### src/rtl/core/isbp_pkg.sv
package isbp_pkg;

   localparam int ROW_W = 96;

   localparam logic [1:0] ACT_PASS       = 2'd0;
   localparam logic [1:0] ACT_SAMPLE     = 2'd1;
   localparam logic [1:0] ACT_CONNECT    = 2'd2;
   localparam logic [1:0] ACT_DISCONNECT = 2'd3;

   localparam logic CSR_LINK_MTU      = 1'b0;
   localparam logic CSR_FLUSH_TIMEOUT = 1'b1;

   localparam logic [9:0]  MTU_MIN        = 10'd25;
   localparam logic [9:0]  MTU_OVERHEAD   = 10'd13;
   localparam logic [15:0] RECIP_THREE    = 16'd171;
   localparam logic [6:0]  CAP_MIN        = 7'd1;
   localparam logic [15:0] TIMEOUT_RESET  = 16'd15;

   typedef enum logic [1:0] {
      ST_IDLE,
      ST_EVAL,
      ST_DRAIN
   } state_type;

   // Rows per packet before clamping: (mtu - 13) / 12, taken as a shift by two
   // followed by an exact multiply-by-reciprocal division by three.
   function automatic logic [6:0] raw_cap(input logic [9:0] mtu);
      logic [9:0]  diff;
      logic [15:0] prod;
      diff = mtu - MTU_OVERHEAD;
      prod = {8'b0, diff[9:2]} * RECIP_THREE;
      return (mtu < MTU_MIN) ? CAP_MIN : prod[15:9];
   endfunction

endpackage

### src/rtl/core/imu_sample_batch_packetizer_core.sv
// Channel    Direction  Handshake           Moves
// req_*      in         req_valid/req_stall one request: action, sample, clocks, battery
// rsp_*      out        rsp_valid/rsp_stall one packet row with its header fields
// csr_*      in         csr_wr_en           one register write, no read-back
//
// A request is taken in ST_IDLE; a pass or sample with the link up then enters ST_EVAL
// for the flush decision. A sent packet of N rows streams from the row memory's read port
// in ST_DRAIN, one row per cycle while rsp_stall stays low.
// Reset is synchronous and clears control state but not latched fields or the row memory.
// rsp_stall holds the current row in the memory read register; req_stall is high
// whenever a request is still being evaluated or its packet is still streaming.
module imu_sample_batch_packetizer_core #(
   parameter int MAX_ROWS = 19
) (
   input  logic               clock,
   input  logic               reset,
   input  logic               req_valid,
   output logic               req_stall,
   input  logic [1:0]         req_action,
   input  logic signed [15:0] req_gyro_x,
   input  logic signed [15:0] req_gyro_y,
   input  logic signed [15:0] req_gyro_z,
   input  logic signed [15:0] req_accel_x,
   input  logic signed [15:0] req_accel_y,
   input  logic signed [15:0] req_accel_z,
   input  logic [31:0]        req_time_us,
   input  logic [31:0]        req_time_ms,
   input  logic [6:0]         req_battery_pct,
   input  logic               req_send_accepted,
   output logic               rsp_valid,
   input  logic               rsp_stall,
   output logic [31:0]        rsp_first_index,
   output logic [31:0]        rsp_first_time_us,
   output logic [6:0]         rsp_battery_level,
   output logic [4:0]         rsp_sample_total,
   output logic [4:0]         rsp_row_number,
   output logic signed [15:0] rsp_out_accel_x,
   output logic signed [15:0] rsp_out_accel_y,
   output logic signed [15:0] rsp_out_accel_z,
   output logic signed [15:0] rsp_out_gyro_x,
   output logic signed [15:0] rsp_out_gyro_y,
   output logic signed [15:0] rsp_out_gyro_z,
   output logic               rsp_last_row,
   input  logic               csr_wr_en,
   input  logic               csr_index,
   input  logic [15:0]        csr_wdata
);

   localparam int CW = $clog2(MAX_ROWS + 1);
   localparam int AW = (MAX_ROWS > 1) ? $clog2(MAX_ROWS) : 1;

   logic [CW-1:0] cap_ff, cap_in;
   logic [15:0]   timeout_ff, timeout_in;
   logic [6:0]    new_cap;

   logic                       mem_wr_en;
   logic [AW-1:0]              mem_wr_addr;
   logic [isbp_pkg::ROW_W-1:0] mem_wr_data;
   logic                       mem_rd_en;
   logic [AW-1:0]              mem_rd_addr;
   logic [isbp_pkg::ROW_W-1:0] mem_rd_data;
   logic [isbp_pkg::ROW_W-1:0] req_row;

   assign new_cap = isbp_pkg::raw_cap(csr_wdata[9:0]);

   always_comb begin
      cap_in     = cap_ff;
      timeout_in = timeout_ff;
      if (csr_wr_en) begin
         case (csr_index)
            isbp_pkg::CSR_LINK_MTU: begin
               cap_in = (new_cap > 7'(MAX_ROWS)) ? CW'(MAX_ROWS) : CW'(new_cap);
            end
            isbp_pkg::CSR_FLUSH_TIMEOUT: begin
               timeout_in = csr_wdata;
            end
            default: begin
               cap_in = cap_ff;
            end
         endcase
      end
   end

   always_ff @(posedge clock) begin
      if (reset) begin
         cap_ff     <= CW'(1);
         timeout_ff <= isbp_pkg::TIMEOUT_RESET;
      end else begin
         cap_ff     <= cap_in;
         timeout_ff <= timeout_in;
      end
   end

   assign req_row = {req_accel_x, req_accel_y, req_accel_z,
                     req_gyro_x, req_gyro_y, req_gyro_z};

   isbp_ctrl #(
      .MAX_ROWS (MAX_ROWS),
      .CW       (CW),
      .AW       (AW)
   ) u_ctrl (
      .clock             (clock),
      .reset             (reset),
      .req_valid         (req_valid),
      .req_stall         (req_stall),
      .req_action        (req_action),
      .req_row           (req_row),
      .req_time_us       (req_time_us),
      .req_time_ms       (req_time_ms),
      .req_battery_pct   (req_battery_pct),
      .req_send_accepted (req_send_accepted),
      .cap               (cap_ff),
      .timeout           (timeout_ff),
      .mem_wr_en         (mem_wr_en),
      .mem_wr_addr       (mem_wr_addr),
      .mem_wr_data       (mem_wr_data),
      .mem_rd_en         (mem_rd_en),
      .mem_rd_addr       (mem_rd_addr),
      .rsp_valid         (rsp_valid),
      .rsp_stall         (rsp_stall),
      .rsp_first_index   (rsp_first_index),
      .rsp_first_time_us (rsp_first_time_us),
      .rsp_battery_level (rsp_battery_level),
      .rsp_sample_total  (rsp_sample_total),
      .rsp_row_number    (rsp_row_number),
      .rsp_last_row      (rsp_last_row)
   );

   isbp_row_mem #(
      .DEPTH (MAX_ROWS),
      .AW    (AW)
   ) u_row_mem (
      .clock   (clock),
      .wr_en   (mem_wr_en),
      .wr_addr (mem_wr_addr),
      .wr_data (mem_wr_data),
      .rd_en   (mem_rd_en),
      .rd_addr (mem_rd_addr),
      .rd_data (mem_rd_data)
   );

   assign rsp_out_accel_x = mem_rd_data[95:80];
   assign rsp_out_accel_y = mem_rd_data[79:64];
   assign rsp_out_accel_z = mem_rd_data[63:48];
   assign rsp_out_gyro_x  = mem_rd_data[47:32];
   assign rsp_out_gyro_y  = mem_rd_data[31:16];
   assign rsp_out_gyro_z  = mem_rd_data[15:0];

endmodule

### src/rtl/core/isbp_row_mem.sv
module isbp_row_mem #(
   parameter int DEPTH = 19,
   parameter int AW    = 5
) (
   input  logic                       clock,
   input  logic                       wr_en,
   input  logic [AW-1:0]              wr_addr,
   input  logic [isbp_pkg::ROW_W-1:0] wr_data,
   input  logic                       rd_en,
   input  logic [AW-1:0]              rd_addr,
   output logic [isbp_pkg::ROW_W-1:0] rd_data
);

   logic [isbp_pkg::ROW_W-1:0] mem_ff [DEPTH];
   logic [isbp_pkg::ROW_W-1:0] rd_data_ff;

   always_ff @(posedge clock) begin
      if (wr_en) begin
         mem_ff[wr_addr] <= wr_data;
      end
   end

   always_ff @(posedge clock) begin
      if (rd_en) begin
         rd_data_ff <= mem_ff[rd_addr];
      end
   end

   assign rd_data = rd_data_ff;

endmodule

### src/rtl/core/isbp_ctrl.sv
module isbp_ctrl #(
   parameter int MAX_ROWS = 19,
   parameter int CW       = 5,
   parameter int AW       = 5
) (
   input  logic                       clock,
   input  logic                       reset,
   input  logic                       req_valid,
   output logic                       req_stall,
   input  logic [1:0]                 req_action,
   input  logic [isbp_pkg::ROW_W-1:0] req_row,
   input  logic [31:0]                req_time_us,
   input  logic [31:0]                req_time_ms,
   input  logic [6:0]                 req_battery_pct,
   input  logic                       req_send_accepted,
   input  logic [CW-1:0]              cap,
   input  logic [15:0]                timeout,
   output logic                       mem_wr_en,
   output logic [AW-1:0]              mem_wr_addr,
   output logic [isbp_pkg::ROW_W-1:0] mem_wr_data,
   output logic                       mem_rd_en,
   output logic [AW-1:0]              mem_rd_addr,
   output logic                       rsp_valid,
   input  logic                       rsp_stall,
   output logic [31:0]                rsp_first_index,
   output logic [31:0]                rsp_first_time_us,
   output logic [6:0]                 rsp_battery_level,
   output logic [4:0]                 rsp_sample_total,
   output logic [4:0]                 rsp_row_number,
   output logic                       rsp_last_row
);

   isbp_pkg::state_type state_ff, state_in;

   logic [CW-1:0] row_count_ff, row_count_in;
   logic [31:0]   running_index_ff, running_index_in;
   logic [31:0]   first_index_ff, first_index_in;
   logic [31:0]   first_time_ff, first_time_in;
   logic [31:0]   last_flush_ff, last_flush_in;
   logic          link_up_ff, link_up_in;
   logic [CW-1:0] rd_idx_ff, rd_idx_in;
   logic          rsp_valid_ff, rsp_valid_in;
   logic [31:0]   time_ms_ff, time_ms_in;
   logic [6:0]    battery_ff, battery_in;
   logic          accepted_ff, accepted_in;
   logic [CW-1:0] total_ff, total_in;
   logic [CW-1:0] shown_ff, shown_in;

   logic          accept;
   logic          append;
   logic          flush;
   logic          issue;
   logic          take;
   logic [31:0]   elapsed;

   assign accept  = req_valid && !req_stall;
   assign append  = accept && link_up_ff && (req_action == isbp_pkg::ACT_SAMPLE)
                    && (row_count_ff < CW'(MAX_ROWS));
   assign elapsed = time_ms_ff - last_flush_ff;
   assign flush   = (row_count_ff >= cap)
                    || ((row_count_ff != '0) && (elapsed >= {16'b0, timeout}));
   assign take    = rsp_valid_ff && !rsp_stall;
   assign issue   = (state_ff == isbp_pkg::ST_DRAIN) && (rd_idx_ff != total_ff)
                    && (!rsp_valid_ff || !rsp_stall);

   always_comb begin
      state_in = state_ff;
      case (state_ff)
         isbp_pkg::ST_IDLE: begin
            if (req_valid && link_up_ff
                && (req_action inside {isbp_pkg::ACT_PASS, isbp_pkg::ACT_SAMPLE})) begin
               state_in = isbp_pkg::ST_EVAL;
            end
         end
         isbp_pkg::ST_EVAL: begin
            state_in = (flush && accepted_ff) ? isbp_pkg::ST_DRAIN : isbp_pkg::ST_IDLE;
         end
         isbp_pkg::ST_DRAIN: begin
            if ((rd_idx_ff == total_ff) && (!rsp_valid_ff || !rsp_stall)) begin
               state_in = isbp_pkg::ST_IDLE;
            end
         end
         default: begin
            state_in = isbp_pkg::ST_IDLE;
         end
      endcase
   end

   always_comb begin
      req_stall   = (state_ff != isbp_pkg::ST_IDLE);
      mem_wr_en   = append;
      mem_wr_addr = row_count_ff[AW-1:0];
      mem_wr_data = req_row;
      mem_rd_en   = issue;
      mem_rd_addr = rd_idx_ff[AW-1:0];
   end

   always_comb begin
      row_count_in     = row_count_ff;
      running_index_in = running_index_ff;
      first_index_in   = first_index_ff;
      first_time_in    = first_time_ff;
      last_flush_in    = last_flush_ff;
      link_up_in       = link_up_ff;
      rd_idx_in        = rd_idx_ff;
      rsp_valid_in     = rsp_valid_ff;
      time_ms_in       = time_ms_ff;
      battery_in       = battery_ff;
      accepted_in      = accepted_ff;
      total_in         = total_ff;
      shown_in         = shown_ff;

      if (accept) begin
         time_ms_in  = req_time_ms;
         battery_in  = req_battery_pct;
         accepted_in = req_send_accepted;
         case (req_action)
            isbp_pkg::ACT_CONNECT: begin
               running_index_in = '0;
               link_up_in       = 1'b1;
            end
            isbp_pkg::ACT_DISCONNECT: begin
               link_up_in   = 1'b0;
               row_count_in = '0;
            end
            default: begin
               if (append) begin
                  if (row_count_ff == '0) begin
                     first_index_in = running_index_ff;
                     first_time_in  = req_time_us;
                  end
                  row_count_in     = row_count_ff + CW'(1);
                  running_index_in = running_index_ff + 32'd1;
               end
            end
         endcase
      end

      if ((state_ff == isbp_pkg::ST_EVAL) && flush) begin
         if (accepted_ff) begin
            total_in      = row_count_ff;
            rd_idx_in     = '0;
            row_count_in  = '0;
            last_flush_in = time_ms_ff;
         end else if (row_count_ff >= CW'(MAX_ROWS)) begin
            row_count_in  = '0;
            last_flush_in = time_ms_ff;
         end
      end

      if (issue) begin
         rd_idx_in    = rd_idx_ff + CW'(1);
         shown_in     = rd_idx_ff;
         rsp_valid_in = 1'b1;
      end else if (take) begin
         rsp_valid_in = 1'b0;
      end
   end

   always_ff @(posedge clock) begin
      if (reset) begin
         state_ff         <= isbp_pkg::ST_IDLE;
         row_count_ff     <= '0;
         running_index_ff <= '0;
         first_index_ff   <= '0;
         first_time_ff    <= '0;
         last_flush_ff    <= '0;
         link_up_ff       <= 1'b0;
         rd_idx_ff        <= '0;
         rsp_valid_ff     <= 1'b0;
      end else begin
         state_ff         <= state_in;
         row_count_ff     <= row_count_in;
         running_index_ff <= running_index_in;
         first_index_ff   <= first_index_in;
         first_time_ff    <= first_time_in;
         last_flush_ff    <= last_flush_in;
         link_up_ff       <= link_up_in;
         rd_idx_ff        <= rd_idx_in;
         rsp_valid_ff     <= rsp_valid_in;
      end
   end

   always_ff @(posedge clock) begin
      time_ms_ff  <= time_ms_in;
      battery_ff  <= battery_in;
      accepted_ff <= accepted_in;
      total_ff    <= total_in;
      shown_ff    <= shown_in;
   end

   assign rsp_valid         = rsp_valid_ff;
   assign rsp_first_index   = first_index_ff;
   assign rsp_first_time_us = first_time_ff;
   assign rsp_battery_level = battery_ff;
   assign rsp_sample_total  = 5'(total_ff);
   assign rsp_row_number    = 5'(shown_ff);
   assign rsp_last_row      = (({1'b0, shown_ff} + (CW+1)'(1)) == {1'b0, total_ff});

endmodule

### config.mk
export PLATFORM = sky130hd
export DESIGN_NAME = imu_sample_batch_packetizer_core
export DESIGN_NICKNAME = d
export VERILOG_FILES = /design/src/rtl/core/isbp_pkg.sv /design/src/rtl/core/imu_sample_batch_packetizer_core.sv /design/src/rtl/core/isbp_row_mem.sv /design/src/rtl/core/isbp_ctrl.sv
export SDC_FILE = /design/constraint.sdc
export NUM_CORES = 2
export LEC_CHECK = 0
export BUFFER_PORTS_ARGS = -buffer_cell sky130_fd_sc_hd__buf_2
export CORE_UTILIZATION = 47
export DETAILED_ROUTE_END_ITERATION = 10
export SLEW_MARGIN = 20
export SYNTH_ARGS = -nofsm -noshare
export SYNTH_HDL_FRONTEND = slang
export SYNTH_SLANG_ARGS = --single-unit
### constraint.sdc
create_clock -name clock -period 17.7 [get_ports clock]
set_input_delay 2.655 -clock clock [delete_from_list [all_inputs] [get_ports clock]]
set_output_delay 2.655 -clock clock [all_outputs]
set_load 0.02 [all_outputs]
==> run_results.csv <==
group,metric,value,unit
clock_network,root_buffer,"clkbuf_16",
clock_network,insertion_delay,840,ps
synthesis,syn-cell-area,83990,um^2
die,die_area,180400,um^2
worst_hold_path,hold_path.class,"register to register",
pwr,vdd_drop_max,0.08387,mV
global_routing,grt_pass1_vias,42506,
synthesis,syn-num-nets,4639,
pwr,power_frac_seq,53.7,%
die,num_rows,154,
worst_setup_path,end_kind,"register",
global_routing,antenna_found_initial,37,
finish,layout.cells.most_common,"edfxtp_1",
clock_network,clockBufferDepth,3,
timing,maxSlewViolCount,0,
die,fp.coreArea,176900,um^2
clock_network,cts_buffers,214,
die,start_util,47.48,%
timing,slew_headroom,23.26,%
finish,seqCellArea,62440,um^2
finish,multi_input_area,20530,um^2
pwr,power_frac_comb,3.5,%
synthesis,yosysTopAreaCell,"edfxtp_1",
worst_setup_path,critPathLaunchType,"input port",
synthesis,synth_ff_type,"edfxtp_1",
clock_network,clock_sinks,2133,
finish,n_fill_cell,13837,
finish,final_cell_mix,"edfxtp_1 (1970), mux4_2 (480), buf_2 (370)",
pwr,power.share.clock,42.9,%
pwr,swShare,20.93,%
worst_setup_path,cp_data_required_time,18380,ps
worst_setup_path,crit_type,"input port to register",
finish,area_delta_synth_final,13.84,%
route,drt_wl_total,192800,um
placement,dp_slack,9629,ps
worst_setup_path,crit_path_max_fanout,7,
worst_setup_path,worstPathArrival,7930,ps
placement,place_hpwl,104100,um
global_routing,grt_max_degree,175,
finish,nets,5082,
clock_network,cts_tree,"yes",
placement,port_buffers,371,
pwr,power.density,107.5,nW/um^2
synthesis,synth_area_leaders,"edfxtp_1 (70%), mux4_2 (13%), dfxtp_1 (3.9%)",
pwr,switchingPower,2.152,mW
clock_network,post_cts_buffers,0,
synthesis,synth_warnings,0,
synthesis,ys_seq_area_share,74.32,%
synthesis,synth_edf_count,1970,
timing,finalSetupTns,0,ps
clock_network,clk_pin_slew,60,ps
timing,grt_setup_unrepaired,"false",
route,dr.first_iter.drc_count,3491,
pwr,p_int,8.130,mW
timing,setup-violations-final,0,
synthesis,syn_avg_cell_area,19.37,um^2
route,vias,41610,
timing,setup_ws,10450,ps
timing,skew,58.28,ps
global_routing,grt_use_total,21.45,%
timing,worst_pin_slew,1151,ps
run_status,outcome,"completed",
synthesis,syn_inst,4335,
finish,final_layout_size_suffix_gt1_share,27.46,%
route,wire_per_inst,26.39,um
die,num_io_pins,372,
synthesis,yosys.area.top_type_share,70.43,%
timing,final_hold_viol_count,0,
global_routing,overflow,0,
clock_network,holdBufCountCts,0,
route,drc,0,
synthesis,synth-seq-cells,2133,
timing,fmax,0.1379,GHz
die,die-width,424.7,um
job,cap_viol_max_count,0,
timing,period_share,40.96,%
synthesis,async_flop_share,0,%
timing,period_needed,7249,ps
pwr,p_leak,29.96,nW
die,die_height,424.7,um
route,ant_nets,0,
placement,place_congestion,0.7927,
synthesis,yosysUniqueCellTypes,75,
route,via_per_inst,5.698,
clock_network,ctsResizeCount,0,
route,drt-pass1-iter-count,5,
global_routing,grt_pass1_wl,283600,um
clock_network,cts_htree_levels,4,
[logic make-up after synthesis]
group / share of synthesized area [%]
simple gates: 3.565
mux: 15.74
xor+xnor: 0.6987
flops: 74.32
compound gates: 2.451
buf+inv: 1.439
fa+ha+maj: 1.785
[flip-flops by register name (all words and copies together), names as in the netlist, 2 cells and up]
name / cells
u_ctrl.rsp_first_index: 32
u_ctrl.rsp_sample_total: 5
u_ctrl.time_ms_ff: 32
u_ctrl.rsp_battery_level: 7
u_ctrl.mem_wr_addr: 5
u_ctrl.rsp_row_number: 5
u_ctrl.mem_rd_addr: 5
u_ctrl.state_ff: 2
cap_ff: 5
u_ctrl.running_index_ff: 32
u_row_mem.rd_data: 96
u_ctrl.last_flush_ff: 32
u_row_mem.mem_ff: 1824
timeout_ff: 16
u_ctrl.rsp_first_time_us: 32
[stage by stage]
stage | total power, mW | hold WS [ps] | instance area (um^2) | util, % | std cells
3_5_place_dp | 5.980 | 441.5 | 88720 | 50.15 | 6902
5_1_grt | 10.60 | 459.4 | 95600 | 54.04 | 7297
2_1_floorplan | 5.839 | 406.4 | 83990 | - | 4335
6_report | 10.28 | 445.6 | 95610 | 54.05 | 7303
3_3_place_gp | 5.973 | 434.8 | 88690 | 50.14 | 6901
4_1_cts | 10.37 | 448.8 | 95580 | 54.04 | 7293
[area by class of cell]
cell class,instances,area share [%]
Antenna cell,10,0.02617
Clock buffer,263,5.888
Clock inverter,128,1.296
Inverter,100,0.3926
Multi-Input combinational cell,1892,21.47
Sequential cell,2133,65.30
Tap cell,2340,3.062
Timing Repair Buffer,437,2.558
[path summary, 6_finish.rpt]
path / from / endpoint / slack (ps) / depth (start not counted)
hold / removal: u_ctrl.rsp_first_index[5] / u_ctrl.rsp_first_index[5] / 450 / 2
setup / recovery: csr_wdata[0] / cap_ff[0] / 10450 / 22
hold reg to reg: u_ctrl.rsp_first_index[5] / u_ctrl.rsp_first_index[5] / 450 / 2
setup reg to reg: u_ctrl.time_ms_ff[2] / u_ctrl.last_flush_ff[25] / 12580 / 18
[worst max-delay path, cell delays in order]
cell and delay, ps:
buf_2 110, o21a_1 240, a21oi_1 230, nand2b_1 110, or2_2 320, nor3_1 220
xor2_1 380, ha_1 330, fa_1 540, inv_1 50, fa_1 470, inv_1 50
ha_1 280, o21a_1 180, o21a_1 170, o21a_1 170, a21o_1 270, o41ai_1 360
nor3_1 80, a221oi_1 400, nand2_1 150, a2bb2oi_1 170
[layer usage]
| metal | track usage [%] | share of wire (%) | wire length [um] |
|---|---|---|---|
| met2 | 35.74 | 50 | 96470 |
| met3 | 3.326 | 5.1 | 9915 |
| met4 | 6.037 | 2.4 | 4686 |
| met1 | 29.42 | 42 | 81620 |
| met5 | 0 | 0.031 | 60 |
[synth_stat cells (all sizes together) (3+ instances only)]
master,instances
nand2,335
mux2i,132
xnor2,29
o31ai,6
nand4,23
nor2,88
edfxtp,1970
a21o,12
o21a,9
nor3,20
or3,12
inv,100
a211o,3
a21oi,141
nor3b,4
mux2,97
nor4,6
o21bai,3
or2,3
nand2b,77
a31oi,7
nand3,26
clkbuf,159
o21ai,141
nor2b,10
buf,51
fa,13
and2,6
ha,99
o22ai,3
or4,6
a211oi,7
dfxtp,163
nand3b,8
mux4,480
xor2,38
and4,3
and3,11
[power groups by stage]
stage / logic [mW] / registers (mW) / clock network, mW
after floorplan: 0.212 / 5.63 / 0
after global placement: 0.350 / 5.62 / 0
after detailed placement: 0.356 / 5.62 / 0
after CTS: 0.360 / 5.52 / 4.50
after global routing: 0.401 / 5.52 / 4.68
final: 0.355 / 5.52 / 4.41
Note: power is estimated with default switching activity, not from simulation.
